[src/hdl/kmlc_pkg.sv]
// ----------------------------------------------------------------------------
// kmlc_pkg
// Shared types, codes and default sizes for the k-means clustering block.
// ----------------------------------------------------------------------------
package kmlc_pkg;

    localparam int DEF_MAX_POINTS   = 256;
    localparam int DEF_MAX_CLUSTERS = 8;
    localparam int DEF_DIMENSIONS   = 4;

    localparam int COORD_W    = 16;
    localparam int IN_COORDS  = 4;
    localparam int CFG_IDX_W  = 2;
    localparam int CFG_DATA_W = 9;
    localparam int OUT_DIST_W = 34;

    localparam logic [CFG_IDX_W-1:0] CFG_CLUSTER_COUNT   = 2'd0;
    localparam logic [CFG_IDX_W-1:0] CFG_ITERATION_LIMIT = 2'd1;
    localparam logic [CFG_IDX_W-1:0] CFG_POINT_COUNT     = 2'd2;

    localparam logic [3:0] RST_CLUSTER_COUNT   = 4'd8;
    localparam logic [7:0] RST_ITERATION_LIMIT = 8'd32;
    localparam logic [8:0] RST_POINT_COUNT     = 9'd256;

    typedef enum logic [1:0] {
        KIND_POINT    = 2'd0,
        KIND_CENTROID = 2'd1,
        KIND_RUN      = 2'd2,
        KIND_CLASSIFY = 2'd3
    } kind_t;

    localparam logic RES_ROW   = 1'b0;
    localparam logic RES_CLASS = 1'b1;

    typedef struct packed {
        logic [1:0]                kind;
        logic [7:0]                slot;
        logic signed [COORD_W-1:0] coord_0;
        logic signed [COORD_W-1:0] coord_1;
        logic signed [COORD_W-1:0] coord_2;
        logic signed [COORD_W-1:0] coord_3;
    } in_item_t;

    typedef struct packed {
        logic                      result_kind;
        logic [2:0]                cluster;
        logic signed [COORD_W-1:0] out_0;
        logic signed [COORD_W-1:0] out_1;
        logic signed [COORD_W-1:0] out_2;
        logic signed [COORD_W-1:0] out_3;
        logic [OUT_DIST_W-1:0]     distance;
        logic [7:0]                iterations_used;
        logic                      last;
    } out_item_t;

    // Per-lane strobes from the sequencer.
    typedef struct packed {
        logic cent_load;
        logic cent_upd;
        logic acc_clr;
        logic acc_en;
    } lane_ctrl_t;

endpackage

[src/hdl/kmlc_lane.sv]
// ----------------------------------------------------------------------------
// kmlc_lane
// One cluster lane: holds its centroid, forms the squared distance to the
// current point in two register stages and accumulates its members.
// ----------------------------------------------------------------------------
module kmlc_lane #(
    parameter int DIMENSIONS = kmlc_pkg::DEF_DIMENSIONS,
    parameter int SUM_W      = 24,
    parameter int CNT_W      = 9,
    parameter int DIST_W     = 36,
    parameter int DIM_W      = 2
) (
    input  logic                                clk,
    input  kmlc_pkg::lane_ctrl_t                ctrl,
    input  logic signed [kmlc_pkg::COORD_W-1:0] point    [DIMENSIONS],
    input  logic signed [kmlc_pkg::COORD_W-1:0] load_vec [DIMENSIONS],
    input  logic [DIM_W-1:0]                    upd_dim,
    input  logic signed [kmlc_pkg::COORD_W-1:0] upd_val,
    output logic [DIST_W-1:0]                   sq_sum,
    output logic signed [kmlc_pkg::COORD_W-1:0] cent     [DIMENSIONS],
    output logic signed [SUM_W-1:0]             acc_sum  [DIMENSIONS],
    output logic [CNT_W-1:0]                    count
);
    import kmlc_pkg::*;

    logic signed [COORD_W-1:0] cent_reg  [DIMENSIONS];
    logic [2*COORD_W+1:0]      sq_reg    [DIMENSIONS];
    logic [2*COORD_W+1:0]      sq_next   [DIMENSIONS];
    logic [DIST_W-1:0]         dist_reg;
    logic [DIST_W-1:0]         dist_next;
    logic signed [SUM_W-1:0]   sum_reg   [DIMENSIONS];
    logic [CNT_W-1:0]          count_reg;

    always_comb
    begin
        logic signed [COORD_W:0]     diff;
        logic signed [2*COORD_W+1:0] prod;
        for (int d = 0; d < DIMENSIONS; d++)
        begin
            diff       = {point[d][COORD_W-1], point[d]} - {cent_reg[d][COORD_W-1], cent_reg[d]};
            prod       = diff * diff;
            sq_next[d] = prod;
        end
    end

    always_comb
    begin
        dist_next = '0;
        for (int d = 0; d < DIMENSIONS; d++)
        begin
            dist_next = dist_next + DIST_W'(sq_reg[d]);
        end
    end

    always_ff @(posedge clk)
    begin
        sq_reg   <= sq_next;
        dist_reg <= dist_next;
        if (ctrl.cent_load)
        begin
            cent_reg <= load_vec;
        end
        else if (ctrl.cent_upd)
        begin
            cent_reg[upd_dim] <= upd_val;
        end
        if (ctrl.acc_clr)
        begin
            for (int d = 0; d < DIMENSIONS; d++)
            begin
                sum_reg[d] <= '0;
            end
            count_reg <= '0;
        end
        else if (ctrl.acc_en)
        begin
            for (int d = 0; d < DIMENSIONS; d++)
            begin
                sum_reg[d] <= sum_reg[d] + SUM_W'(point[d]);
            end
            count_reg <= count_reg + 1'b1;
        end
    end

    assign sq_sum  = dist_reg;
    assign cent    = cent_reg;
    assign acc_sum = sum_reg;
    assign count   = count_reg;

endmodule

[config.mk]
export PLATFORM = sky130hd
export DESIGN_NAME = kmlc_lane
export DESIGN_NICKNAME = d
export VERILOG_FILES = /design/src/hdl/kmlc_pkg.sv /design/src/hdl/kmlc_lane.sv
export SDC_FILE = /design/constraint.sdc
export NUM_CORES = 2
export LEC_CHECK = 0
export ABC_AREA = 1
export BUFFER_PORTS_ARGS = -buffer_cell sky130_fd_sc_hd__buf_2
export CAP_MARGIN = 15
export CORE_MARGIN = 2
export CORE_UTILIZATION = 59
export CTS_CLUSTER_SIZE = 24
export DETAILED_ROUTE_END_ITERATION = 10
export PLACE_DENSITY_LB_ADDON = 0.08
export SLEW_MARGIN = 30
export SYNTH_ARGS = -nofsm -noshare
export SYNTH_HDL_FRONTEND = slang
export SYNTH_SLANG_ARGS = --single-unit
[constraint.sdc]
create_clock -name clk -period 6.6 [get_ports clk]
set_clock_uncertainty 0.1 [all_clocks]
set_input_delay 0.33 -clock clk [delete_from_list [all_inputs] [get_ports clk]]
set_output_delay 0.33 -clock clk [all_outputs]
set_load 0.01 [all_outputs]
==> reports/qor.yml <==
status:
  status: "complete, but fails checks"
  failed_checks: "negative setup slack"
timing:
  worst-slew-pin-transition_ns: 0.980
  finalCritPeriodShare: 1.12
  slew_headroom: 0.342
  max_freq_mhz: 136
  slew_violations: 0
  setup_violations: 91
  period_needed_ns: 7.38
  final.setup.tns_ns: -30.64
  hold_viol_final: 0
  setup_slack_ns: -0.779
  rsz0062_at_grt: "true"
setup_path:
  cp-start-kind: "flip-flop"
  max_stage_delay_ns: 0.68
  timing.critical_path.mode_cell: "nand2_1"
  required_ns: 7.04
  worst-endpoint-arrival_ns: 7.82
  crit_fanout: 6
  worstSetupEndpointType: "flip-flop"
  critPathSlowestCell: "fa_1"
  crit_type: "flip-flop to flip-flop"
global_routing:
  grt_pass1_wl_um: 358000
  grt_util_met1: 0.513
  grt.met3_usage: 0.0812
  antenna_found_initial: 13
  busiest_layer: "met2"
  grt_max_degree: 75
  track_usage: 0.420
  grt_pass1_vias: 65400
  gr-usage-met2: 0.691
  grt_overflow: 0
placement:
  gp_congestion: 1.05
  placed_area_um2: 75900
  dp_slack_ns: -0.675
  dpl.hpwl_um: 189000
  portBuffers: 355
layout:
  layout-drive-gt1-share: 0.348
  fin_area_um2: 89000
  largest_register_ffs: 132
  area_growth_syn_to_layout_pct: 39.3
  nets: 11700
yosys:
  synth_top_area_share: 0.361
  synthDistinctLibCells: 56
  yosys_warnings: 0
  yosys-top-cells-count: "1948 x inv_1, 1498 x nand2_1, 1152 x fa_1, 902 x nor2_1, 527 x ha_1"
  yosysSeqAreaShare: 0.116
  async_flop_share: 0
  avgSynthCellArea_um2: 7.86
  synth-seq-cells: 337
  syn-num-nets: 9961
  synth_area_leaders: "fa_1 36%, inv_1 11%, ha_1 10%, nand2_1 8.8%, dfxtp_1 8.6%"
  synth_enable_flop_cells: 64
  synth.most_common_cell: "inv_1"
  synth_cells: 8131
  synth_top_area_cell: "fa_1"
  ys.flop_type: "dfxtp_1"
  syn_area_um2: 63900
flow_run:
  maxCapViolCount: 0
floorplan:
  rows: 120
  die_h_um: 333
  io_pins: 356
  die-area_um2: 111000
  start_util: 0.596
  coreArea_um2: 107000
  die_x_um: 333
clock_tree:
  cts-root-buf: "clkbuf_16"
  path_clk_slew_ns: 0.07
  numCtsBuffers: 44
  cts_tree: "built"
  clockBufferDepth: 3
  clkLatencyLatePin_ns: 0.66
  cts_sinks: 337
  htreeDepth: 2
drt:
  drtIter0Drc: 6412
  antenna_left: 0
  drc_errors: 0
  drt_first_pass_iters: 10
  wl_per_cell_um: 23.4
  viasPerCell: 5.80
  routed_wl_um: 265000
  num_vias: 65800
min_path:
  hold_path.class: "input port to flip-flop"
## final timing paths
check        slack, ns       from  depth (start not counted)          end
min reg2reg       0.38   count[7]                          1     count[7]
min              0.006  point[48]                          4  acc_sum[72]
max              -0.78    cent[0]                         32   sq_reg[33]
max reg2reg      -0.78    cent[0]                         32   sq_reg[33]
## metal layers
layer | up-vias | wire length (um)
li1 | 28100 | -
met1 | 31600 | 90000
met2 | 4362 | 121000
met3 | 1714 | 28000
met4 | 8 | 26500
met5 | - | 78
## layout make-up
| cell class | instances | area, um^2 |
|---|---|---|
| Antenna cell | 7 | 17.5 |
| Clock buffer | 49 | 1140 |
| Clock inverter | 32 | 445 |
| Fill cell | 5920 | 18200 |
| Inverter | 1991 | 7620 |
| Multi-Input combinational cell | 5674 | 56100 |
| Sequential cell | 337 | 7390 |
| Tap cell | 1403 | 1760 |
| Timing Repair Buffer | 1840 | 14600 |
## cells by family after synthesis
family	count (synthesis)	share of synthesized area
DFF	337	0.116
buffers and inverters	2120	0.127
xor gates and xnor gates	193	0.0294
muxes	2	0.000313
adders and majority gates	1679	0.464
AOI/OAI and AO/OA	802	0.0690
and+or+nand+nor	2998	0.194
## worst max-delay path, delay by kind of cell (launching register included)
family	cells	cell delay, ns
flip-flops	1	0.45
AO/OA/AOI/OAI	2	0.35
adder cells (fa/ha/maj)	9	3.89
AND/OR/NAND/NOR	14	1.61
buffers and inverters	7	0.86
## layout by cell type, fill, tap and decap left out, types with 102 or more instances in the layout
master	synthesis	layout
buf_6	8	213
ha_1	527	385
nor2_2	22	113
xor2_1	137	115
dfxtp_1	273	273
nor2_4	15	163
inv_1	1948	1699
nand2_4	1	126
nand2_2	21	216
nand3_1	322	229
fa_1	1152	1056
nand4_1	102	102
nor2_1	902	663
ha_4	0	135
buf_4	18	1169
nand2_1	1498	1164
buf_2	34	354
a21oi_1	338	199
o21ai_0	302	221
inv_2	39	247
## metrics by stage
step / std cells / hold slack [ns] / utilization
floorplan: 8131 / 0.332 / -
global placement: 10900 / 0.349 / 0.708
detailed placement: 10900 / 0.374 / 0.708
CTS: 11200 / 0.000614 / 0.773
global route: 11300 / 0.00764 / 0.830
finish: 11300 / 0.00590 / 0.830
## timing repair
item                                   CTS  global route
hold buffers                            40             0
pin swaps                              409           735
cloned                                   1             2
setup endpoints to repair               93            97
resized for setup                      987          1307
endpoints found under the hold margin   40             0
setup buffers                          126           177
Power is not shown: default switching activity piles up to over one toggle a cycle in this logic, so the estimate is an artifact.
