<file path="src/hdl/kmlc_pkg.sv">
// ----------------------------------------------------------------------------
// kmlc_pkg
// Shared types, codes and default sizes for the k-means clustering block.
// ----------------------------------------------------------------------------
package kmlc_pkg;

    localparam int DEF_MAX_POINTS   = 256;
    localparam int DEF_MAX_CLUSTERS = 8;
    localparam int DEF_DIMENSIONS   = 4;

    localparam int COORD_W    = 16;
    localparam int IN_COORDS  = 4;
    localparam int CFG_IDX_W  = 2;
    localparam int CFG_DATA_W = 9;
    localparam int OUT_DIST_W = 34;

    localparam logic [CFG_IDX_W-1:0] CFG_CLUSTER_COUNT   = 2'd0;
    localparam logic [CFG_IDX_W-1:0] CFG_ITERATION_LIMIT = 2'd1;
    localparam logic [CFG_IDX_W-1:0] CFG_POINT_COUNT     = 2'd2;

    localparam logic [3:0] RST_CLUSTER_COUNT   = 4'd8;
    localparam logic [7:0] RST_ITERATION_LIMIT = 8'd32;
    localparam logic [8:0] RST_POINT_COUNT     = 9'd256;

    typedef enum logic [1:0] {
        KIND_POINT    = 2'd0,
        KIND_CENTROID = 2'd1,
        KIND_RUN      = 2'd2,
        KIND_CLASSIFY = 2'd3
    } kind_t;

    localparam logic RES_ROW   = 1'b0;
    localparam logic RES_CLASS = 1'b1;

    typedef struct packed {
        logic [1:0]                kind;
        logic [7:0]                slot;
        logic signed [COORD_W-1:0] coord_0;
        logic signed [COORD_W-1:0] coord_1;
        logic signed [COORD_W-1:0] coord_2;
        logic signed [COORD_W-1:0] coord_3;
    } in_item_t;

    typedef struct packed {
        logic                      result_kind;
        logic [2:0]                cluster;
        logic signed [COORD_W-1:0] out_0;
        logic signed [COORD_W-1:0] out_1;
        logic signed [COORD_W-1:0] out_2;
        logic signed [COORD_W-1:0] out_3;
        logic [OUT_DIST_W-1:0]     distance;
        logic [7:0]                iterations_used;
        logic                      last;
    } out_item_t;

    // Per-lane strobes from the sequencer.
    typedef struct packed {
        logic cent_load;
        logic cent_upd;
        logic acc_clr;
        logic acc_en;
    } lane_ctrl_t;

endpackage

</file>
<file path="src/hdl/kmlc_div.sv">
// ----------------------------------------------------------------------------
// kmlc_div
// Restoring divider, one quotient bit per cycle: signed sum over unsigned
// member count, quotient truncated toward zero.
// ----------------------------------------------------------------------------
module kmlc_div #(
    parameter int SUM_W = 24,
    parameter int CNT_W = 9
) (
    input  logic                                clk,
    input  logic                                rst_n,
    input  logic                                start,
    input  logic signed [SUM_W-1:0]             dividend,
    input  logic [CNT_W-1:0]                    divisor,
    output logic                                done,
    output logic signed [kmlc_pkg::COORD_W-1:0] quotient
);
    import kmlc_pkg::*;

    localparam int STEP_W = $clog2(SUM_W + 1);

    logic              busy_reg;
    logic              busy_next;
    logic              done_reg;
    logic              done_next;
    logic [STEP_W-1:0] step_reg;
    logic [STEP_W-1:0] step_next;
    logic [CNT_W:0]    rem_reg;
    logic [CNT_W:0]    rem_next;
    logic [SUM_W-1:0]  quo_reg;
    logic [SUM_W-1:0]  quo_next;
    logic [CNT_W-1:0]  div_reg;
    logic [CNT_W-1:0]  div_next;
    logic              neg_reg;
    logic              neg_next;
    logic [CNT_W:0]    trial;
    logic [SUM_W-1:0]  signed_q;

    always_comb
    begin
        busy_next = busy_reg;
        done_next = 1'b0;
        step_next = step_reg;
        rem_next  = rem_reg;
        quo_next  = quo_reg;
        div_next  = div_reg;
        neg_next  = neg_reg;
        trial     = {rem_reg[CNT_W-1:0], quo_reg[SUM_W-1]};
        if (start)
        begin
            busy_next = 1'b1;
            step_next = STEP_W'(SUM_W);
            rem_next  = '0;
            quo_next  = dividend[SUM_W-1] ? SUM_W'(-dividend) : SUM_W'(dividend);
            div_next  = divisor;
            neg_next  = dividend[SUM_W-1];
        end
        else if (busy_reg)
        begin
            if (trial >= {1'b0, div_reg})
            begin
                rem_next = trial - {1'b0, div_reg};
                quo_next = {quo_reg[SUM_W-2:0], 1'b1};
            end
            else
            begin
                rem_next = trial;
                quo_next = {quo_reg[SUM_W-2:0], 1'b0};
            end
            step_next = step_reg - 1'b1;
            if (step_reg == STEP_W'(1))
            begin
                busy_next = 1'b0;
                done_next = 1'b1;
            end
        end
    end

    always_ff @(posedge clk or negedge rst_n)
    begin
        if (!rst_n)
        begin
            busy_reg <= 1'b0;
            done_reg <= 1'b0;
            step_reg <= '0;
        end
        else
        begin
            busy_reg <= busy_next;
            done_reg <= done_next;
            step_reg <= step_next;
        end
    end

    always_ff @(posedge clk)
    begin
        rem_reg <= rem_next;
        quo_reg <= quo_next;
        div_reg <= div_next;
        neg_reg <= neg_next;
    end

    assign signed_q = neg_reg ? -quo_reg : quo_reg;
    assign quotient = signed_q[COORD_W-1:0];
    assign done     = done_reg;

endmodule

</file>
<file path="config.mk">
export PLATFORM = sky130hd
export DESIGN_NAME = kmlc_div
export DESIGN_NICKNAME = d
export VERILOG_FILES = /design/src/hdl/kmlc_pkg.sv /design/src/hdl/kmlc_div.sv
export SDC_FILE = /design/constraint.sdc
export NUM_CORES = 1
export LEC_CHECK = 0
export BUFFER_PORTS_ARGS = -buffer_cell sky130_fd_sc_hd__clkbuf_2
export CORE_ASPECT_RATIO = 0.75
export CORE_MARGIN = 3
export CORE_UTILIZATION = 55
export DETAILED_ROUTE_END_ITERATION = 12
export PLACE_DENSITY = 0.78
export SLEW_MARGIN = 20
export SYNTH_ARGS = -nofsm -noshare
export SYNTH_HDL_FRONTEND = slang
export SYNTH_SLANG_ARGS = --single-unit
</file>
<file path="constraint.sdc">
create_clock -name clk -period 2.89 [get_ports clk]
set_clock_uncertainty 0.05 [all_clocks]
set_input_delay 0.578 -clock clk [delete_from_list [all_inputs] [get_ports clk]]
set_output_delay 0.578 -clock clk [all_outputs]
set_load 0.01 [all_outputs]
</file>
==> flow_results.org <==
** Cells and area
- Max reg flops :: 24
- From synthesis to final layout, the design area changed by 12.2%.
- Highest-count cells in the layout ignoring fill and taps :: 54 x sky130_fd_sc_hd__clkbuf_2, 34 x sky130_fd_sc_hd__edfxtp_1, 31 x sky130_fd_sc_hd__nor2_1
- At the end of the flow, the number of nets in the layout was 439.
- N_diodes :: 0
- Final non-filler cell total :: 465
- Share of final-layout standard cells stronger than drive strength 1 :: 21.5%
- The library cell used most frequently in the layout, excluding fill and tap cells, is sky130_fd_sc_hd__clkbuf_2.

** Setup path
- Depth of the critical timing path with buffers and inverters included :: 5
- CP required :: 2260 ps
- Counting cells, the worst reg-to-reg path comes to 10.
- STA classifies the critical path startpoint as a flop.
- Data on the critical path arrives at its endpoint at 2090 ps.
- The critical path is of the flop to output port type.
- Family with the most delay on the worst path :: simple AND/OR/NAND/NOR gates
- Delay of the slowest cell on the worst path :: 440 ps
- STA classifies the critical path endpoint as an output port.
- The slowest stage of the critical path belongs to the cell sky130_fd_sc_hd__edfxtp_1.
- Total buffers and inverters traversed by the critical path :: 1
- Walking the worst path, the cells encountered are nor3_1 > nand4_1 > o41ai_1 > xnor2_1 > clkbuf_2.
- Critical path fanouts, max :: 4

** Synth
- Count of state elements after synthesis :: 50
- Of all cell types, the one taking the most synthesized area is sky130_fd_sc_hd__edfxtp_1.
- Counting distinct cell types in the post-synthesis netlist gives 54.
- The average instance in the mapped netlist occupies 9.81 um2.
- Counting every instance in the synthesized netlist gives 339.
- Number of flops mapped to enable cells by yosys :: 34
- Cell Area, Synth :: 0.00333 mm2
- Counting every net in the synthesized netlist gives 389.
- Yosys Warn Count :: 0
- Async S/R FF share, synth :: 14.0%
- Seq/Total Area, Yosys :: 41.4%
- Synth top area cells :: sky130_fd_sc_hd__edfxtp_1 31%, sky130_fd_sc_hd__xor2_1 5.8%, sky130_fd_sc_hd__xnor2_1 5.5%, sky130_fd_sc_hd__dfxtp_1 5.4%, sky130_fd_sc_hd__dfrtp_1 5.3%
- Most used flip-flop cell after synthesis :: sky130_fd_sc_hd__edfxtp_1
- The synthesized design devotes to its leading area cell type 30.7% of total area.

** Flow run
- Number of max-cap violations :: 0

** Routing
- Wire length after detailed routing :: 6900 um
- Via density per instance :: 5.69
- Via total after detailed routing :: 2644
- After detailed routing, the number of remaining DRC violations is 0.
- Violation count after the first detailed-route iteration :: 222
- After detailed routing, the average wire length per cell comes to 14.8 um.
- Antenna viol nets, final :: 0
- The first TritonRoute pass finished after 4 iterations.

** Die
- The die covers 0.00703 mm2.
- The floorplan step set the die width to 95.8 um.
- Core box area :: 0.00558 mm2
- For this configuration, the core starts out at a cell density of 59.6%.
- Number of placed I/O pins :: 53
- In this run the vertical extent of the chip is 73.3 um.
- Number of placement rows :: 23

** Global route
- For this run the aggregate overflow at the end of global routing stands at 0.
- In the global route stage, overall resource usage came out at 20.6%.
- The number of antenna violations at the first check in global routing came to 0.
- The first global-routing pass estimated 11400 um of wire.
- Met1 track utilization from global routing :: 30.3%
- Pin count of the biggest net entering global routing :: 44
- The layer flagged by global routing as most heavily used is met2.
- M3 GR Usage :: 3.68%
- Number of global-route vias before repair :: 2439
- Met2 track demand over resource in global routing :: 31.7%

** CTS
- Hold_buf cts :: 0
- Post CTS Setup Buffer Count :: 0
- Clock sinks :: 50
- TritonCTS built the clock tree.
- Maximum number of buffers from clock root to sink :: 2
- Number of clock buffers inserted by TritonCTS :: 5
- H-tree depth reported by CTS :: 2
- Clock latency on the worst-skew pair, taken at its later pin, is 300 ps.
- Worst-path clk slew :: 90 ps
- Clock tree root driver cell :: sky130_fd_sc_hd__clkbuf_8

** Timing
- Tmin final :: 2720 ps
- Dividing the final minimum period by the clock period gives 94.0%.
- Slew Limit Fails :: 0
- Transition at the pin with the smallest max-transition slack :: 575 ps
- Rel. slew slack :: 61.7%
- Final sum of negative setup slack :: 0 ps
- Highest achievable clock rate :: 368 MHz
- Number of hold violations in the final report :: 0
- Setup violations remaining at the end of the flow were counted as 0.

** Worst hold path
- Hold/Removal Path Class :: input pin to async pin

** Power and ir drop
- Total power divided by cell area :: 630 mW/mm2
- Static leakage :: 0.00153 uW
- IR Drop Worst-Case VDD :: 0.297 mV

** Place
- Number of cells in the design after placement :: 457
- The HPWL after detailed placement is 5210 um.
- I/O Buffers :: 52
- GPL Wtd Cong :: 0.922

** Run status
- The flow ran to the end, and the final reports show no timing, DRC or antenna violations.
[cells by family after synthesis]
group / count (synthesis) / synth area share [%]
compound gates: 88 / 18.4
xor+xnor: 43 / 11.3
fa+ha+maj: 14 / 5.49
buf+inv: 41 / 6.40
flops: 50 / 41.4
mux: 4 / 1.24
simple gates: 99 / 15.8
[cell usage after synthesis (2+ instances only)]
master                     instances
sky130_fd_sc_hd__edfxtp_1         34
sky130_fd_sc_hd__nor2_1           31
sky130_fd_sc_hd__a21oi_1          29
sky130_fd_sc_hd__inv_1            23
sky130_fd_sc_hd__xor2_1           22
sky130_fd_sc_hd__xnor2_1          21
sky130_fd_sc_hd__nand2_1          16
sky130_fd_sc_hd__o21ai_0          15
sky130_fd_sc_hd__ha_1             13
sky130_fd_sc_hd__clkbuf_1         11
sky130_fd_sc_hd__o31ai_1          11
sky130_fd_sc_hd__nor3_1           10
sky130_fd_sc_hd__dfxtp_1           9
sky130_fd_sc_hd__dfrtp_1           7
sky130_fd_sc_hd__nand2b_1          6
sky130_fd_sc_hd__o41ai_1           6
sky130_fd_sc_hd__nor4b_1           5
sky130_fd_sc_hd__a311oi_1          4
sky130_fd_sc_hd__clkbuf_8          4
sky130_fd_sc_hd__nand3_1           4
sky130_fd_sc_hd__nor2b_1           4
sky130_fd_sc_hd__o21bai_1          4
sky130_fd_sc_hd__or3_1             4
sky130_fd_sc_hd__a21o_1            3
sky130_fd_sc_hd__mux2i_1           3
sky130_fd_sc_hd__nand4_1           3
sky130_fd_sc_hd__or4_1             3
sky130_fd_sc_hd__a31oi_1           2
sky130_fd_sc_hd__and3_1            2
sky130_fd_sc_hd__buf_6             2
sky130_fd_sc_hd__o211ai_1          2
sky130_fd_sc_hd__o41ai_2           2
sky130_fd_sc_hd__or2_2             2
sky130_fd_sc_hd__or3_2             2
[power breakdown]
part | switching (uW) | total, uW | internal (uW)
Combinational | 478 | 880 | 402
Sequential | 111 | 1010 | 898
Clock | 229 | 460 | 231
[what timing repair did]
action / 4_1_cts / 5_1_grt
gates resized for setup: 0 / 1
hold endpoints to repair: 0 / 0
endpoints found under the setup margin: 0 / 1
[area by class of cell]
| type | instances | area [um2] |
|---|---|---|
| Clock buffer | 8 | 104 |
| Fill cell | 475 | 1850 |
| Inverter | 23 | 86.3 |
| Multi-Input combinational cell | 248 | 1740 |
| Sequential cell | 50 | 1380 |
| Tap cell | 75 | 93.8 |
| Timing Repair Buffer | 61 | 328 |
[path summary, 6_finish.rpt]
kind | endpoint | slack (ps) | from
min in group clk | div_reg[6] | 390 | divisor[6]
min reg2reg | rem_reg[8] | 420 | rem_reg[8]
max | quotient[13] | 170 | quo_reg[0]
max reg2reg | rem_reg[2] | 260 | quo_reg[23]
min | done | 40 | rst_n
max in group asynchronous | step_reg[1] | 2590 | rst_n
[stage by stage]
stage / setup WS (ps) / utilization (%) / cell area (um2) / hold WS (ps) / total power, uW
3_5_place_dp: 29.6 / 64.9 / 3620 / 372 / 1900
4_1_cts: 171 / 66.7 / 3720 / 35.4 / 2360
6_report: 174 / 66.8 / 3730 / 39.6 / 2350
5_1_grt: -4.40 / 66.8 / 3730 / 41.4 / 2520
3_3_place_gp: 56.9 / 64.9 / 3620 / 374 / 1870
2_1_floorplan: 258 / - / 3330 / 232 / 1650
[metal layers]
layer,part of all wire [%],routed length (um)
met5,0,0
met4,1.0,72
met1,46,3200
met3,7.7,534
met2,45,3100
Power figures use the tool's default switching activity.
