`src/hdl/kmlc_pkg.sv`:
```
// ----------------------------------------------------------------------------
// kmlc_pkg
// Shared types, codes and default sizes for the k-means clustering block.
// ----------------------------------------------------------------------------
package kmlc_pkg;

    localparam int DEF_MAX_POINTS   = 256;
    localparam int DEF_MAX_CLUSTERS = 8;
    localparam int DEF_DIMENSIONS   = 4;

    localparam int COORD_W    = 16;
    localparam int IN_COORDS  = 4;
    localparam int CFG_IDX_W  = 2;
    localparam int CFG_DATA_W = 9;
    localparam int OUT_DIST_W = 34;

    localparam logic [CFG_IDX_W-1:0] CFG_CLUSTER_COUNT   = 2'd0;
    localparam logic [CFG_IDX_W-1:0] CFG_ITERATION_LIMIT = 2'd1;
    localparam logic [CFG_IDX_W-1:0] CFG_POINT_COUNT     = 2'd2;

    localparam logic [3:0] RST_CLUSTER_COUNT   = 4'd8;
    localparam logic [7:0] RST_ITERATION_LIMIT = 8'd32;
    localparam logic [8:0] RST_POINT_COUNT     = 9'd256;

    typedef enum logic [1:0] {
        KIND_POINT    = 2'd0,
        KIND_CENTROID = 2'd1,
        KIND_RUN      = 2'd2,
        KIND_CLASSIFY = 2'd3
    } kind_t;

    localparam logic RES_ROW   = 1'b0;
    localparam logic RES_CLASS = 1'b1;

    typedef struct packed {
        logic [1:0]                kind;
        logic [7:0]                slot;
        logic signed [COORD_W-1:0] coord_0;
        logic signed [COORD_W-1:0] coord_1;
        logic signed [COORD_W-1:0] coord_2;
        logic signed [COORD_W-1:0] coord_3;
    } in_item_t;

    typedef struct packed {
        logic                      result_kind;
        logic [2:0]                cluster;
        logic signed [COORD_W-1:0] out_0;
        logic signed [COORD_W-1:0] out_1;
        logic signed [COORD_W-1:0] out_2;
        logic signed [COORD_W-1:0] out_3;
        logic [OUT_DIST_W-1:0]     distance;
        logic [7:0]                iterations_used;
        logic                      last;
    } out_item_t;

    // Per-lane strobes from the sequencer.
    typedef struct packed {
        logic cent_load;
        logic cent_upd;
        logic acc_clr;
        logic acc_en;
    } lane_ctrl_t;

endpackage

```
`src/hdl/kmlc_merge.sv`:
```
// ----------------------------------------------------------------------------
// kmlc_merge
// Walks the lane distances one per cycle and keeps the smallest; the lower
// index wins a tie.
// ----------------------------------------------------------------------------
module kmlc_merge #(
    parameter int LANES  = kmlc_pkg::DEF_MAX_CLUSTERS,
    parameter int DIST_W = 36,
    parameter int IDX_W  = 3,
    parameter int KCNT_W = 4
) (
    input  logic              clk,
    input  logic              rst_n,
    input  logic              start,
    input  logic [KCNT_W-1:0] k,
    input  logic [DIST_W-1:0] lane_dist [LANES],
    output logic              done,
    output logic [IDX_W-1:0]  best_idx,
    output logic [DIST_W-1:0] best_dist
);
    import kmlc_pkg::*;

    logic              busy_reg;
    logic              busy_next;
    logic              done_reg;
    logic              done_next;
    logic [KCNT_W-1:0] idx_reg;
    logic [KCNT_W-1:0] idx_next;
    logic [IDX_W-1:0]  best_idx_reg;
    logic [IDX_W-1:0]  best_idx_next;
    logic [DIST_W-1:0] best_dist_reg;
    logic [DIST_W-1:0] best_dist_next;

    always_comb
    begin
        busy_next      = busy_reg;
        done_next      = 1'b0;
        idx_next       = idx_reg;
        best_idx_next  = best_idx_reg;
        best_dist_next = best_dist_reg;
        if (start)
        begin
            busy_next      = 1'b1;
            idx_next       = KCNT_W'(1);
            best_idx_next  = '0;
            best_dist_next = lane_dist[0];
        end
        else if (busy_reg)
        begin
            if (idx_reg >= k)
            begin
                busy_next = 1'b0;
                done_next = 1'b1;
            end
            else
            begin
                if (lane_dist[idx_reg[IDX_W-1:0]] < best_dist_reg)
                begin
                    best_dist_next = lane_dist[idx_reg[IDX_W-1:0]];
                    best_idx_next  = idx_reg[IDX_W-1:0];
                end
                idx_next = idx_reg + 1'b1;
            end
        end
    end

    always_ff @(posedge clk or negedge rst_n)
    begin
        if (!rst_n)
        begin
            busy_reg <= 1'b0;
            done_reg <= 1'b0;
            idx_reg  <= '0;
        end
        else
        begin
            busy_reg <= busy_next;
            done_reg <= done_next;
            idx_reg  <= idx_next;
        end
    end

    always_ff @(posedge clk)
    begin
        best_idx_reg  <= best_idx_next;
        best_dist_reg <= best_dist_next;
    end

    assign done      = done_reg;
    assign best_idx  = best_idx_reg;
    assign best_dist = best_dist_reg;

endmodule

```
`config.mk`:
```
export PLATFORM = sky130hd
export DESIGN_NAME = kmlc_merge
export DESIGN_NICKNAME = d
export VERILOG_FILES = /design/src/hdl/kmlc_pkg.sv /design/src/hdl/kmlc_merge.sv
export SDC_FILE = /design/constraint.sdc
export NUM_CORES = 1
export LEC_CHECK = 0
export BUFFER_PORTS_ARGS = -buffer_cell sky130_fd_sc_hd__buf_2
export CELL_PAD_IN_SITES_DETAIL_PLACEMENT = 1
export CELL_PAD_IN_SITES_GLOBAL_PLACEMENT = 2
export CORE_MARGIN = 2
export CORE_UTILIZATION = 27
export DETAILED_ROUTE_END_ITERATION = 7
export GPL_ROUTABILITY_DRIVEN = 0
export PLACE_DENSITY = 0.85
export SLEW_MARGIN = 25
export SYNTH_ARGS = -nofsm -noshare
export SYNTH_HDL_FRONTEND = slang
export SYNTH_SLANG_ARGS = --single-unit
```
`constraint.sdc`:
```
create_clock -name clk -period 7.7 [get_ports clk]
set_input_delay 0.385 -clock clk [delete_from_list [all_inputs] [get_ports clk]]
set_output_delay 0.385 -clock clk [all_outputs]
set_load 0.01 [all_outputs]
```
==> run summary, run 1 <==
LOGIC SYNTHESIS
--------------------------------------------------------------------------------
Count of cell types in the netlist ................................           38
Synthesized instance count ........................................          379
Largest cells by area after synthesis ............................. sky130_fd_sc_hd__mux4_2 32%, sky130_fd_sc_hd__edfxtp_1 22%, sky130_fd_sc_hd__mux2_2 16%
Warning count from the yosys run ..................................            0
Area fraction of the dominant cell type after synthesis ...........        32.4%
Summed instance area of the synthesized netlist ................... 0.00501 sq mm
Number of synthesized register bits ...............................           45
Syn_nets ..........................................................          714
Most area-hungry cell type in the Yosys netlist ................... sky130_fd_sc_hd__mux4_2
Register area share after synthesis ...............................        25.8%
Average instance area after synthesis .............................   13.2 sq um

CRITICAL PATH
--------------------------------------------------------------------------------
CP Data Arrival Time ..............................................      4.84 ns
Required time of the critical path ................................      7.61 ns
Maximum fanout along the worst path ...............................           55
Worst Setup End Kind ..............................................         flop
CP startpoint kind ................................................         flop
Category of the most critical setup path ..........................   reg -> reg

FINISH
--------------------------------------------------------------------------------
Fraction of final layout cells with drive strength greater than 1 .        71.2%
Final Non-Filler Cells ............................................          931
Final layout net count ............................................         1035
Area of combinational cells with multiple inputs .................. 0.00346 sq mm
Count of filler cells inserted in the layout ......................         2108
FF+latch area ..................................................... 0.00130 sq mm
Area growth from synthesis to final layout ........................        42.2%
Max FFs per register ..............................................           36

STA
--------------------------------------------------------------------------------
Worst clock skew on the final layout ..............................   0.00844 ns
Final setup vio count .............................................            0
Rel. slew slack ...................................................        36.2%
Final critical delay including setup and external delays ..........      4.93 ns
Setup TNS .........................................................         0 ns
Slew at the pin closest to its max-slew limit .....................     0.958 ns
Number of pins exceeding their max-slew limit in the final report .            0
Setup repair after global routing missed its margin ...............           no
Final Hold Violating Endpoints ....................................            0
Period utilization ................................................        64.0%
Upper clock frequency limit .......................................      203 MHz

FLOORPLAN
--------------------------------------------------------------------------------
Overall die area .................................................. 0.0197 sq mm
Core Rows .........................................................           49
Die Y-Extent ......................................................       140 um
Number of top-level pins ..........................................          335
Initial Util ......................................................        27.7%
Die outline width .................................................       140 um
Area inside the core boundary ..................................... 0.0181 sq mm

CLOCK TREE
--------------------------------------------------------------------------------
Clock Root Buffer ................................................. sky130_fd_sc_hd__clkbuf_16
CTS tree ..........................................................         done
Clock buffer depth ................................................            2
Cts hold-fix bufs .................................................            1
Reg clk slew, reported paths ......................................      0.07 ns
H-Tree Depth ......................................................            2
Number of buffers created by CTS ..................................            5
# resized after CTS ...............................................            0
Post-CTS setup buffer count .......................................            0
Total number of clock tree sinks ..................................           45
Skew-Pair Late Insertion Delay ....................................      0.30 ns

GRT
--------------------------------------------------------------------------------
Overall track demand over capacity in global routing ..............        18.8%
Sum of overflow across all layers after global routing ............            0
Via count of the first global-routing pass ........................         5480
Wire length of the first global-routing pass ......................     28900 um
Number of antenna violations at the first check in global routing .            1
Largest net degree at the start of global routing .................           56

RUN
--------------------------------------------------------------------------------
Count of maximum capacitance violations ...........................            0

DETAILED ROUTING
--------------------------------------------------------------------------------
DRC Markers .......................................................            0
Detailed Route Iter0 Violations ...................................          172
Detailed Route WL .................................................     18400 um
Number of nets still failing antenna checks after routing .........            0
Total number of vias ..............................................         4699
Vias per std cell .................................................         5.05
Drt wl/cell .......................................................      19.7 um
Pre-antenna DRT Iters .............................................            4

POWER
--------------------------------------------------------------------------------
Max IR drop VDD ...................................................   0.000173 V
PD cells ..........................................................  354 mW/mm^2
P_leak ............................................................      3.36 nW

MIN PATH
--------------------------------------------------------------------------------
Type of the worst min-delay path ..................................    in -> reg

PLACEMENT
--------------------------------------------------------------------------------
Final HPWL from detailed placement ................................     15300 um
Cells after DPL ...................................................          920
Number of buffer cells added on primary ports .....................          334

OUTCOME
--------------------------------------------------------------------------------
Run status ........................................................    completed

[cells in the mapped netlist, drive strengths merged]
| cell | number |
|---|---|
| a2111oi | 1 |
| a211oi | 4 |
| a21o | 5 |
| a21oi | 12 |
| a221oi | 1 |
| a22oi | 1 |
| buf | 10 |
| clkbuf | 16 |
| dfrtp | 6 |
| dfxtp | 3 |
| edfxtp | 36 |
| ha | 40 |
| inv | 41 |
| mux2 | 72 |
| mux2i | 4 |
| mux4 | 72 |
| nand2 | 7 |
| nand2b | 8 |
| nand3 | 1 |
| nand4 | 9 |
| nor2 | 6 |
| nor3 | 2 |
| nor4b | 1 |
| o2111ai | 1 |
| o21a | 3 |
| o21ai | 7 |
| o22a | 1 |
| or2 | 2 |
| or3 | 1 |
| or3b | 1 |
| or4 | 1 |
| or4b | 1 |
| xnor2 | 1 |
| xor2 | 2 |
[logic make-up after synthesis]
kind of cell | Yosys count | synth area share (%)
muxes | 148 | 49.3
buffers and inverters | 67 | 5.19
DFF | 45 | 25.8
adders and majority gates | 40 | 9.99
and+or+nand+nor | 40 | 4.47
AOI/OAI and AO/OA | 36 | 4.74
xor gates and xnor gates | 3 | 0.524
[layout by cell type (no fill, tap or decap), drive strengths merged, types with 2 or more instances in the layout]
cell type	n
inv	41
o21ai	7
buf	339
or2	2
a21o	5
dfrtp	6
dfxtp	3
o21a	3
clkbuf	6
mux2i	4
nand2	7
nand4	9
nor2	6
edfxtp	36
a21oi	12
nor3	2
ha	40
mux2	72
xor2	2
mux4	72
nand2b	8
a211oi	4
[routing by layer]
layer	share of wire [%]	track usage [%]	vias up
met1	38	20.9	2286
met2	53	35.8	226
met3	7.5	4.96	16
met4	1.4	4.15	0
met5	0	0	-
li1	-	-	2171
[report_power, final]
group	internal (W)	switching, W
logic	0.000870	0.000814
registers	0.000447	0.000118
clock network	0.000173	0.000101
[critical path, stage by stage (launching register included)]
cell	delay (ns)
sky130_fd_sc_hd__dfrtp_4	0.61
sky130_fd_sc_hd__buf_4	0.63
sky130_fd_sc_hd__mux4_2	0.42
sky130_fd_sc_hd__mux2_2	0.30
sky130_fd_sc_hd__ha_1	0.30
sky130_fd_sc_hd__nand4_1	0.17
sky130_fd_sc_hd__or4_1	0.63
sky130_fd_sc_hd__or3_1	0.42
sky130_fd_sc_hd__a211oi_2	0.23
sky130_fd_sc_hd__a211oi_2	0.10
sky130_fd_sc_hd__or2_2	0.66
[worst paths after layout]
kind	from	to	slack, ns	depth (start not counted)
min	lane_dist[281]	best_dist[29]$_DFFE_PP_	0.41	2
min reg2reg	best_idx[2]$_SDFFE_PP0P_	best_idx[2]$_SDFFE_PP0P_	0.49	2
min in group asynchronous	rst_n	done$_DFF_PN0_	0.45	2
max reg2reg	idx_reg[1]$_DFFE_PN0P_	best_dist[19]$_DFFE_PP_	2.77	10
max	idx_reg[1]$_DFFE_PN0P_	best_dist[19]$_DFFE_PP_	2.77	10
max in group asynchronous	rst_n	idx_reg[0]$_DFFE_PN0P_	7.09	2
[through the flow]
step / power, W / hold slack [ns] / setup slack (ns) / area [sq um] / util [%]
finish: 0.00252 / 0.408 / 2.77 / 7130 / 39.4
CTS: 0.00258 / 0.393 / 2.32 / 7100 / 39.2
floorplan: 0.00175 / 0.0894 / 3.09 / 5010 / -
global placement: 0.00222 / 0.221 / 2.47 / 6900 / 38.2
global route: 0.00278 / 0.399 / 2.36 / 7130 / 39.4
detailed placement: 0.00229 / 0.223 / 2.33 / 6900 / 38.2
[cell type report]
cell class,count,share of cell area (%)
inverter,41,2.16
clock inverter,2,0.491
antenna,1,0.0351
sequential,45,18.2
timing repair buffer,340,24.4
tap,229,4.02
multi-input combinational,267,48.6
clock buffer,6,2.11
Note: power is estimated with default switching activity, not from simulation.
==> run 2: changes to the inputs <==
--- a/config.mk
+++ b/config.mk
@@ -5,14 +5,15 @@
 export SDC_FILE = /design/constraint.sdc
 export NUM_CORES = 1
 export LEC_CHECK = 0
+export ABC_AREA = 1
 export BUFFER_PORTS_ARGS = -buffer_cell sky130_fd_sc_hd__buf_2
 export CELL_PAD_IN_SITES_DETAIL_PLACEMENT = 1
 export CELL_PAD_IN_SITES_GLOBAL_PLACEMENT = 2
 export CORE_MARGIN = 2
-export CORE_UTILIZATION = 27
+export CORE_UTILIZATION = 21
 export DETAILED_ROUTE_END_ITERATION = 7
 export GPL_ROUTABILITY_DRIVEN = 0
-export PLACE_DENSITY = 0.85
+export PLACE_DENSITY = 0.81
 export SLEW_MARGIN = 25
 export SYNTH_ARGS = -nofsm -noshare
 export SYNTH_HDL_FRONTEND = slang
==> constraint.sdc (replaced) <==
create_clock -name clk -period 5.1 [get_ports clk]
set_input_delay 0.255 -clock clk [delete_from_list [all_inputs] [get_ports clk]]
set_output_delay 0.255 -clock clk [all_outputs]
set_load 0.01 [all_outputs]
==> run summary, run 2 <==
CLOCK TREE
-------------------------------------------------------------------------------------
Total number of clock tree sinks .......................................           45   unchanged
Clock buffer depth .....................................................            2   unchanged
Number of buffers created by CTS .......................................            5   unchanged
Clock Root Buffer ...................................................... sky130_fd_sc_hd__clkbuf_16
Skew-Pair Late Insertion Delay .........................................      0.30 ns   about the same
# resized after CTS ....................................................            0   unchanged
CTS tree ...............................................................         done
Reg clk slew, reported paths ...........................................      0.07 ns   about the same
H-Tree Depth ...........................................................            2   unchanged

POWER
-------------------------------------------------------------------------------------
Net switching fraction of the power ....................................        51.5%   +11 points
Max IR drop VDD ........................................................   0.000157 V   -9.7%
Fraction of power consumed by the clock network ........................         9.5%   -1.3 points
Comb pwr share .........................................................        70.1%   +3.3 points
Total internal power ...................................................    0.00185 W   +24%
PD cells ...............................................................  517 mW/mm^2   +46%
P_leak .................................................................      3.65 nW   +8.6%
Power spent charging and discharging nets ..............................    0.00197 W   +91%
Part of the power in registers .........................................        20.4%   -2.0 points

CRITICAL PATH
-------------------------------------------------------------------------------------
CP startpoint kind .....................................................         flop
Family of cells with the greatest summed delay on the critical path .... buffers and inverters
Worst Setup End Kind ...................................................         flop
CP Data Arrival Time ...................................................      4.13 ns   -0.71 ns
Crit-path max cell delay ...............................................      0.50 ns   -0.16 ns
Crit-path most repeated cell ........................................... sky130_fd_sc_hd__nor2_1
Critical-path cell with the highest stage delay ........................ sky130_fd_sc_hd__dfrtp_4
Worst path depth .......................................................           17   +7
Maximum fanout along the worst path ....................................           89   +62%
Required time of the critical path .....................................      5.07 ns   -2.54 ns
Category of the most critical setup path ...............................   reg -> reg
Reg2Reg Depth ..........................................................           17   +7
Ordered cell list for the critical path ................................ inv_6, buf_4, nor2_1, o22ai_1, nor2_1, a31oi_1, ha_1, a21oi_1, nor2_1, nor3_1, nand2_1, nand2_1, a21oi_1, nor2_1, nand2_1, nand2_2, buf_4
Number of buffer and inverter stages on the critical path ..............            3   +2

LOGIC SYNTHESIS
-------------------------------------------------------------------------------------
Syn_nets ...............................................................         1186   +66%
Register area share after synthesis ....................................        24.4%   -1.4 points
Warning count from the yosys run .......................................            0   unchanged
Summed instance area of the synthesized netlist ........................ 0.00529 sq mm   +5.6%
Share of flip-flops with an asynchronous set or reset after synthesis ..        13.3%   unchanged
Number of synthesized register bits ....................................           45   unchanged
Predominant post-synthesis flop cell ................................... sky130_fd_sc_hd__edfxtp_1
Number of enable flip-flop cells after synthesis .......................           36   unchanged
Average instance area after synthesis ..................................   6.22 sq um   -53%
Synthesized instance count .............................................          851   +120%
Top-count cell post-synth .............................................. sky130_fd_sc_hd__nor2_1
Count of cell types in the netlist .....................................           24   -37%
List of most frequent post-synthesis cells ............................. 189 x sky130_fd_sc_hd__nor2_1, 127 x sky130_fd_sc_hd__o21ai_1, 79 x sky130_fd_sc_hd__nand2_1, 59 x sky130_fd_sc_hd__a21oi_1, 59 x sky130_fd_sc_hd__o21ai_0
Most area-hungry cell type in the Yosys netlist ........................ sky130_fd_sc_hd__edfxtp_1
Area fraction of the dominant cell type after synthesis ................        20.4%   -12 points
Largest cells by area after synthesis .................................. sky130_fd_sc_hd__edfxtp_1 20%, sky130_fd_sc_hd__nor2_1 13%, sky130_fd_sc_hd__o21ai_1 12%

STA
-------------------------------------------------------------------------------------
Worst clock skew on the final layout ...................................    0.0115 ns   +0.00309 ns
Number of pins exceeding their max-slew limit in the final report ......            0   unchanged
Rel. slew slack ........................................................        49.8%   +14 points
Final setup vio count ..................................................            0   unchanged
Slew at the pin closest to its max-slew limit ..........................     0.753 ns   -0.205 ns
Upper clock frequency limit ............................................      240 MHz   +18%
Worst Slack Setup Final ................................................     0.935 ns   -1.83 ns
Period utilization .....................................................        81.7%   +18 points
Worst hold slack .......................................................     0.218 ns   -0.190 ns
Final critical delay including setup and external delays ...............      4.16 ns   -0.767 ns
Setup TNS ..............................................................         0 ns   unchanged
Final Hold Violating Endpoints .........................................            0   unchanged
Setup repair after global routing missed its margin ....................           no

GRT
-------------------------------------------------------------------------------------
Sum of overflow across all layers after global routing .................            0   unchanged
Largest net degree at the start of global routing ......................           90   +61%
Number of antenna violations at the first check in global routing ......            2   +1
Overall track demand over capacity in global routing ...................        17.5%   -1.3 points
Wire length of the first global-routing pass ...........................     36900 um   +28%
Via count of the first global-routing pass .............................         6847   +25%

MIN PATH
-------------------------------------------------------------------------------------
Type of the worst min-delay path .......................................    in -> reg
Cell count of the worst hold path ......................................            2   unchanged

DETAILED ROUTING
-------------------------------------------------------------------------------------
Detailed Route WL ......................................................     23900 um   +30%
Number of nets still failing antenna checks after routing ..............            0   unchanged
Detailed Route Iter0 Violations ........................................          346   +100%
Vias per std cell ......................................................         4.63   -8.4%
Drt wl/cell ............................................................      16.2 um   -18%
Pre-antenna DRT Iters ..................................................            4   unchanged
DRC Markers ............................................................            0   unchanged
Total number of vias ...................................................         6832   +45%

OUTCOME
-------------------------------------------------------------------------------------
Run status .............................................................    completed

PLACEMENT
-------------------------------------------------------------------------------------
Setup slack at placement ...............................................     0.902 ns   -1.43 ns
Final HPWL from detailed placement .....................................     19100 um   +25%
Cells after DPL ........................................................         1466   +59%
Number of buffer cells added on primary ports ..........................          334   unchanged

FINISH
-------------------------------------------------------------------------------------
Max FFs per register ...................................................           36   unchanged
Final Non-Filler Cells .................................................         1477   +59%
Count of filler cells inserted in the layout ...........................         3343   +59%
Leading cell types in the layout, fill and taps excluded ............... 334 x sky130_fd_sc_hd__buf_2, 189 x sky130_fd_sc_hd__nor2_1, 127 x sky130_fd_sc_hd__o21ai_1
Final layout net count .................................................         1479   +43%
Fraction of final layout cells with drive strength greater than 1 ......        35.8%   -35 points
Most frequent standard cell in the layout excluding fill and tap cells . sky130_fd_sc_hd__buf_2
Area growth from synthesis to final layout .............................        39.7%

FLOORPLAN
-------------------------------------------------------------------------------------
Initial Util ...........................................................        21.2%   -6.5 points
Die Y-Extent ...........................................................       163 um   +16%
Core Rows ..............................................................           58   +18%
Area inside the core boundary .......................................... 0.0250 sq mm   +38%
Die outline width ......................................................       163 um   +16%
Overall die area ....................................................... 0.0265 sq mm   +35%
Number of top-level pins ...............................................          335   unchanged

RUN
-------------------------------------------------------------------------------------
Count of maximum capacitance violations ................................            0   unchanged

run 2: path summary, 6_finish.rpt:
kind	startpoint	end	slack (ns)
max in group asynchronous	rst_n	idx_reg[0]$_DFFE_PN0P_	4.59
worst min-delay path	start	best_idx[1]$_SDFFE_PP0P_	0.22
min in group asynchronous	rst_n	busy_reg$_DFF_PN0_	0.32
worst max-delay path	idx_reg[0]$_DFFE_PN0P_	best_dist[15]$_DFFE_PP_	0.94
worst min register to register	best_idx[1]$_SDFFE_PP0P_	best_idx[1]$_SDFFE_PP0P_	0.48
worst max register to register	idx_reg[0]$_DFFE_PN0P_	best_dist[15]$_DFFE_PP_	0.94
run 2: cell type report:
type	instances	area (sq um)	share of cell area, %
antenna	2	5.00	0.0677
clock buffer	7	154	2.08
clock inverter	1	5.00	0.0677
inverter	97	369	4.99
multi-input combinational	647	3340	45.3
sequential	45	1300	17.5
tap	330	413	5.59
timing repair buffer	348	1800	24.4
run 2: power groups by stage:
stage | logic [W] | clock network (W) | registers (W)
2_1_floorplan | 0.00176 | 0 | 0.000827
6_report | 0.00268 | 0.000363 | 0.000780
5_1_grt | 0.00310 | 0.000390 | 0.000809
3_3_place_gp | 0.00266 | 0 | 0.000781
4_1_cts | 0.00274 | 0.000378 | 0.000788
3_5_place_dp | 0.00272 | 0 | 0.000795
run 2: per-stage QoR:
stage	power [W]	cell area (sq um)	util, %
after floorplan	0.00258	5290	-
after global placement	0.00344	7220	28.9
after detailed placement	0.00352	7220	28.9
after CTS	0.00390	7390	29.6
after global routing	0.00430	7390	29.6
final	0.00382	7390	29.6
run 2: worst reg2reg max path, cell delays in order (launching register included):
cell and delay [ns]:
sky130_fd_sc_hd__dfrtp_4 0.50, sky130_fd_sc_hd__inv_6 0.48, sky130_fd_sc_hd__buf_4 0.45, sky130_fd_sc_hd__nor2_1 0.09, sky130_fd_sc_hd__o22ai_1 0.17, sky130_fd_sc_hd__nor2_1 0.05, sky130_fd_sc_hd__a31oi_1 0.23, sky130_fd_sc_hd__ha_1 0.30
sky130_fd_sc_hd__a21oi_1 0.15, sky130_fd_sc_hd__nor2_1 0.05, sky130_fd_sc_hd__nor3_1 0.29, sky130_fd_sc_hd__nand2_1 0.10, sky130_fd_sc_hd__nand2_1 0.10, sky130_fd_sc_hd__a21oi_1 0.07, sky130_fd_sc_hd__nor2_1 0.20, sky130_fd_sc_hd__nand2_1 0.17
sky130_fd_sc_hd__nand2_2 0.09, sky130_fd_sc_hd__buf_4 0.32
run 2: routing by layer:
metal / global-route usage [%] / wire, um
met2: 30.8 / 11600
met1: 21.8 / 10300
met5: 0 / 0
met4: 4.47 / 420
met3: 3.54 / 1490
run 2: logic make-up (layout without fill, tap and decap cells):
kind of cell / count (synthesis) / after routing / synth area share [%]
compound gates: 316 / 316 / 32.4
fa+ha+maj: 40 / 40 / 9.46
buf+inv: 159 / 453 / 12.4
flops: 45 / 45 / 24.4
other cells: 0 / 2 / 0
simple gates: 291 / 291 / 21.3
run 2: what timing repair did:
action                    in CTS  in global routing
hold endpoints to repair       6                  0
setup buffers                  0                  0
hold buffers                   1                  0
==> run 3: changes to the inputs <==
--- a/config.mk
+++ b/config.mk
@@ -10,10 +10,10 @@
 export CELL_PAD_IN_SITES_DETAIL_PLACEMENT = 1
 export CELL_PAD_IN_SITES_GLOBAL_PLACEMENT = 2
 export CORE_MARGIN = 2
-export CORE_UTILIZATION = 21
+export CORE_UTILIZATION = 19
 export DETAILED_ROUTE_END_ITERATION = 7
 export GPL_ROUTABILITY_DRIVEN = 0
-export PLACE_DENSITY = 0.81
+export PLACE_DENSITY = 0.77
 export SLEW_MARGIN = 25
 export SYNTH_ARGS = -nofsm -noshare
 export SYNTH_HDL_FRONTEND = slang
==> constraint.sdc (replaced) <==
create_clock -name clk -period 3.4 [get_ports clk]
set_input_delay 0.17 -clock clk [delete_from_list [all_inputs] [get_ports clk]]
set_output_delay 0.17 -clock clk [all_outputs]
set_load 0.01 [all_outputs]
==> run summary, run 3 (synthesized netlist as in run 2, its figures left out) <==
CRITICAL PATH
-------------------------------------------------------------------------------------
CP startpoint kind .....................................................         flop
Reg2reg end ............................................................ best_dist[22]$_DFFE_PP_
Required time of the critical path .....................................      3.46 ns   -1.61 ns
Flop2flop setup slack ..................................................      0.16 ns   -0.77 ns
Worst Setup End Kind ...................................................         flop
Critical-path cell with the highest stage delay ........................ sky130_fd_sc_hd__dfrtp_4
Start of the worst register-to-register path ........................... idx_reg[0]$_DFFE_PN0P_
Crit-path max cell delay ...............................................      0.54 ns   +0.04 ns
Category of the most critical setup path ...............................   reg -> reg
Reg2Reg Depth ..........................................................           16   -1
Maximum fanout along the worst path ....................................           17   -81%
CP Data Arrival Time ...................................................      3.30 ns   -0.83 ns
Ordered cell list for the critical path ................................ buf_4, clkbuf_16, nor2_1, nor2_1, o21ai_1, a31oi_2, ha_1, nand4_1, nor4_2, buf_4, nand3_4, a21oi_4, nor2_4, nand2_4, nand2_8, clkbuf_16

DETAILED ROUTING
-------------------------------------------------------------------------------------
Vias per std cell ......................................................         4.52   -2.4%
Detailed Route Iter0 Violations ........................................          270   -22%
Drt wl/cell ............................................................      16.9 um   +4.6%
Number of nets still failing antenna checks after routing ..............            0   unchanged
Detailed Route WL ......................................................     26600 um   +11%
DRC Markers ............................................................            0   unchanged
Pre-antenna DRT Iters ..................................................            4   unchanged
Total number of vias ...................................................         7108   +4.0%

GRT
-------------------------------------------------------------------------------------
Via count of the first global-routing pass .............................         7314   +6.8%
Overall track demand over capacity in global routing ...................        16.8%   -0.72 points
Most Used Layer, Global Route ..........................................         met2
Largest net degree at the start of global routing ......................           54   -40%
Met2 track utilization from global routing .............................        29.4%   -1.3 points
Sum of overflow across all layers after global routing .................            0   unchanged
Met3 demand-to-capacity share in global routing ........................        3.42%   -0.12 points
Wire length of the first global-routing pass ...........................     38700 um   +4.8%
Met1 track demand over resource ........................................        21.2%   -0.61 points
Number of antenna violations at the first check in global routing ......            7   +5

STA
-------------------------------------------------------------------------------------
Setup repair after global routing missed its margin ....................          yes
Final setup vio count ..................................................            0   unchanged
Slew at the pin closest to its max-slew limit ..........................      1.02 ns   +0.270 ns
Rel. slew slack ........................................................        31.7%   -18 points
Worst clock skew on the final layout ...................................    0.0116 ns   +0.0000612 ns
Setup TNS ..............................................................         0 ns   unchanged
Upper clock frequency limit ............................................      309 MHz   +29%
Final Hold Violating Endpoints .........................................            0   unchanged
Worst hold slack .......................................................     0.171 ns   -0.0478 ns
Number of pins exceeding their max-slew limit in the final report ......            0   unchanged
Period utilization .....................................................        95.3%   +14 points
Final critical delay including setup and external delays ...............      3.24 ns   -0.925 ns

FINISH
-------------------------------------------------------------------------------------
Area growth from synthesis to final layout .............................        55.4%
Leading cell types in the layout, fill and taps excluded ............... 334 x sky130_fd_sc_hd__buf_2, 184 x sky130_fd_sc_hd__nor2_1, 126 x sky130_fd_sc_hd__o21ai_1
Final layout net count .................................................         1525   +3.1%
Most frequent standard cell in the layout excluding fill and tap cells . sky130_fd_sc_hd__buf_2
Post-route core utilization ............................................        29.8%   +0.16 points
Area of all placed cells without fillers ............................... 0.00822 sq mm   +11%
Max FFs per register ...................................................           36   unchanged
Final Non-Filler Cells .................................................         1574   +6.6%
Fraction of final layout cells with drive strength greater than 1 ......        39.5%   +3.7 points

CLOCK TREE
-------------------------------------------------------------------------------------
Clock buffer depth .....................................................            2   unchanged
Reg clk slew, reported paths ...........................................      0.07 ns   about the same
Number of buffers created by CTS .......................................            5   unchanged
H-Tree Depth ...........................................................            2   unchanged
CTS tree ...............................................................         done
Skew-Pair Late Insertion Delay .........................................      0.30 ns   about the same
Clock Root Buffer ...................................................... sky130_fd_sc_hd__clkbuf_16
Total number of clock tree sinks .......................................           45   unchanged

MIN PATH
-------------------------------------------------------------------------------------
Cell count of the worst hold path ......................................            2   unchanged
Type of the worst min-delay path .......................................    in -> reg
Hold-critical path endpoint ............................................ best_idx[0]$_SDFFE_PP0P_
Start point of the worst min-delay path ................................        start

FLOORPLAN
-------------------------------------------------------------------------------------
Area inside the core boundary .......................................... 0.0276 sq mm   +11%
Die Y-Extent ...........................................................       171 um   +5.0%
Core Rows ..............................................................           61   +5.2%
Die outline width ......................................................       171 um   +5.0%
Overall die area ....................................................... 0.0292 sq mm   +10%
Number of top-level pins ...............................................          335   unchanged
Initial Util ...........................................................        19.2%   -2.0 points

PLACEMENT
-------------------------------------------------------------------------------------
Cells after DPL ........................................................         1541   +5.1%
Instance area at placement ............................................. 0.00758 sq mm   +5.0%
Final HPWL from detailed placement .....................................     20100 um   +5.4%
Number of buffer cells added on primary ports ..........................          334   unchanged

RUN
-------------------------------------------------------------------------------------
Count of maximum capacitance violations ................................            0   unchanged

POWER
-------------------------------------------------------------------------------------
P_leak .................................................................      4.02 nW   +10%
PD cells ...............................................................  810 mW/mm^2   +56%
Max IR drop VDD ........................................................   0.000238 V   +52%

OUTCOME
-------------------------------------------------------------------------------------
Run status .............................................................    completed

-- run 3: stage by stage --
step,setup WS [ns],power (W)
CTS,0.0141,0.00624
floorplan,0.229,0.00387
detailed placement,-0.0888,0.00556
global placement,-0.0157,0.00547
global route,-0.0891,0.00741
finish,0.160,0.00666
-- run 3: what timing repair did --
item | 4_1_cts | 5_1_grt
resized for setup | 4 | 30
buffers inserted | 0 | 10
pin swaps | 0 | 13
endpoints found under the setup margin | 36 | 36
hold endpoints to repair | 6 | 0
hold buffers | 1 | 0
cloned | 1 | 8
-- run 3: area by class of cell --
type	instances	area, sq um
inverter	97	379
timing repair buffer	393	2450
multi-input combinational	647	3440
timing repair inverter	1	8.76
fill	3627	19400
tap	378	473
sequential	45	1300
clock buffer	8	168
antenna	5	12.5
-- run 3: power breakdown --
group / total, W / switching (W) / internal [W]
registers: 0.00113 / 0.000155 / 0.000976
logic: 0.00495 / 0.00285 / 0.00209
clock network: 0.000581 / 0.000242 / 0.000339
-- run 3: worst max path at each step --
stage	endpoint	slack (ns)	start
after floorplan	best_dist[0]$_DFFE_PP_	0.23	idx_reg[0]$_DFFE_PN0P_
after global placement	best_dist[18]$_DFFE_PP_	-0.02	idx_reg[0]$_DFFE_PN0P_
after detailed placement	best_dist[21]$_DFFE_PP_	-0.09	idx_reg[0]$_DFFE_PN0P_
after CTS	best_dist[17]$_DFFE_PP_	0.01	idx_reg[0]$_DFFE_PN0P_
after global routing	best_dist[13]$_DFFE_PP_	-0.09	idx_reg[0]$_DFFE_PN0P_
final	best_dist[22]$_DFFE_PP_	0.16	idx_reg[0]$_DFFE_PN0P_
-- run 3: critical path: cells and delay by family (launching register included) --
kind | cells | cell delay [ns]
and+or+nand+nor | 8 | 0.99
buffers and inverters | 4 | 0.75
DFF | 1 | 0.54
AOI/OAI and AO/OA | 3 | 0.37
adders and majority gates | 1 | 0.31
-- run 3: layer usage --
metal	routed length (um)	part of all wire, %	vias to the layer above
met2	13000	49	206
li1	-	-	3588
met4	384	1.4	4
met3	1590	6.0	30
met5	27	0.10	-
met1	11600	43	3280
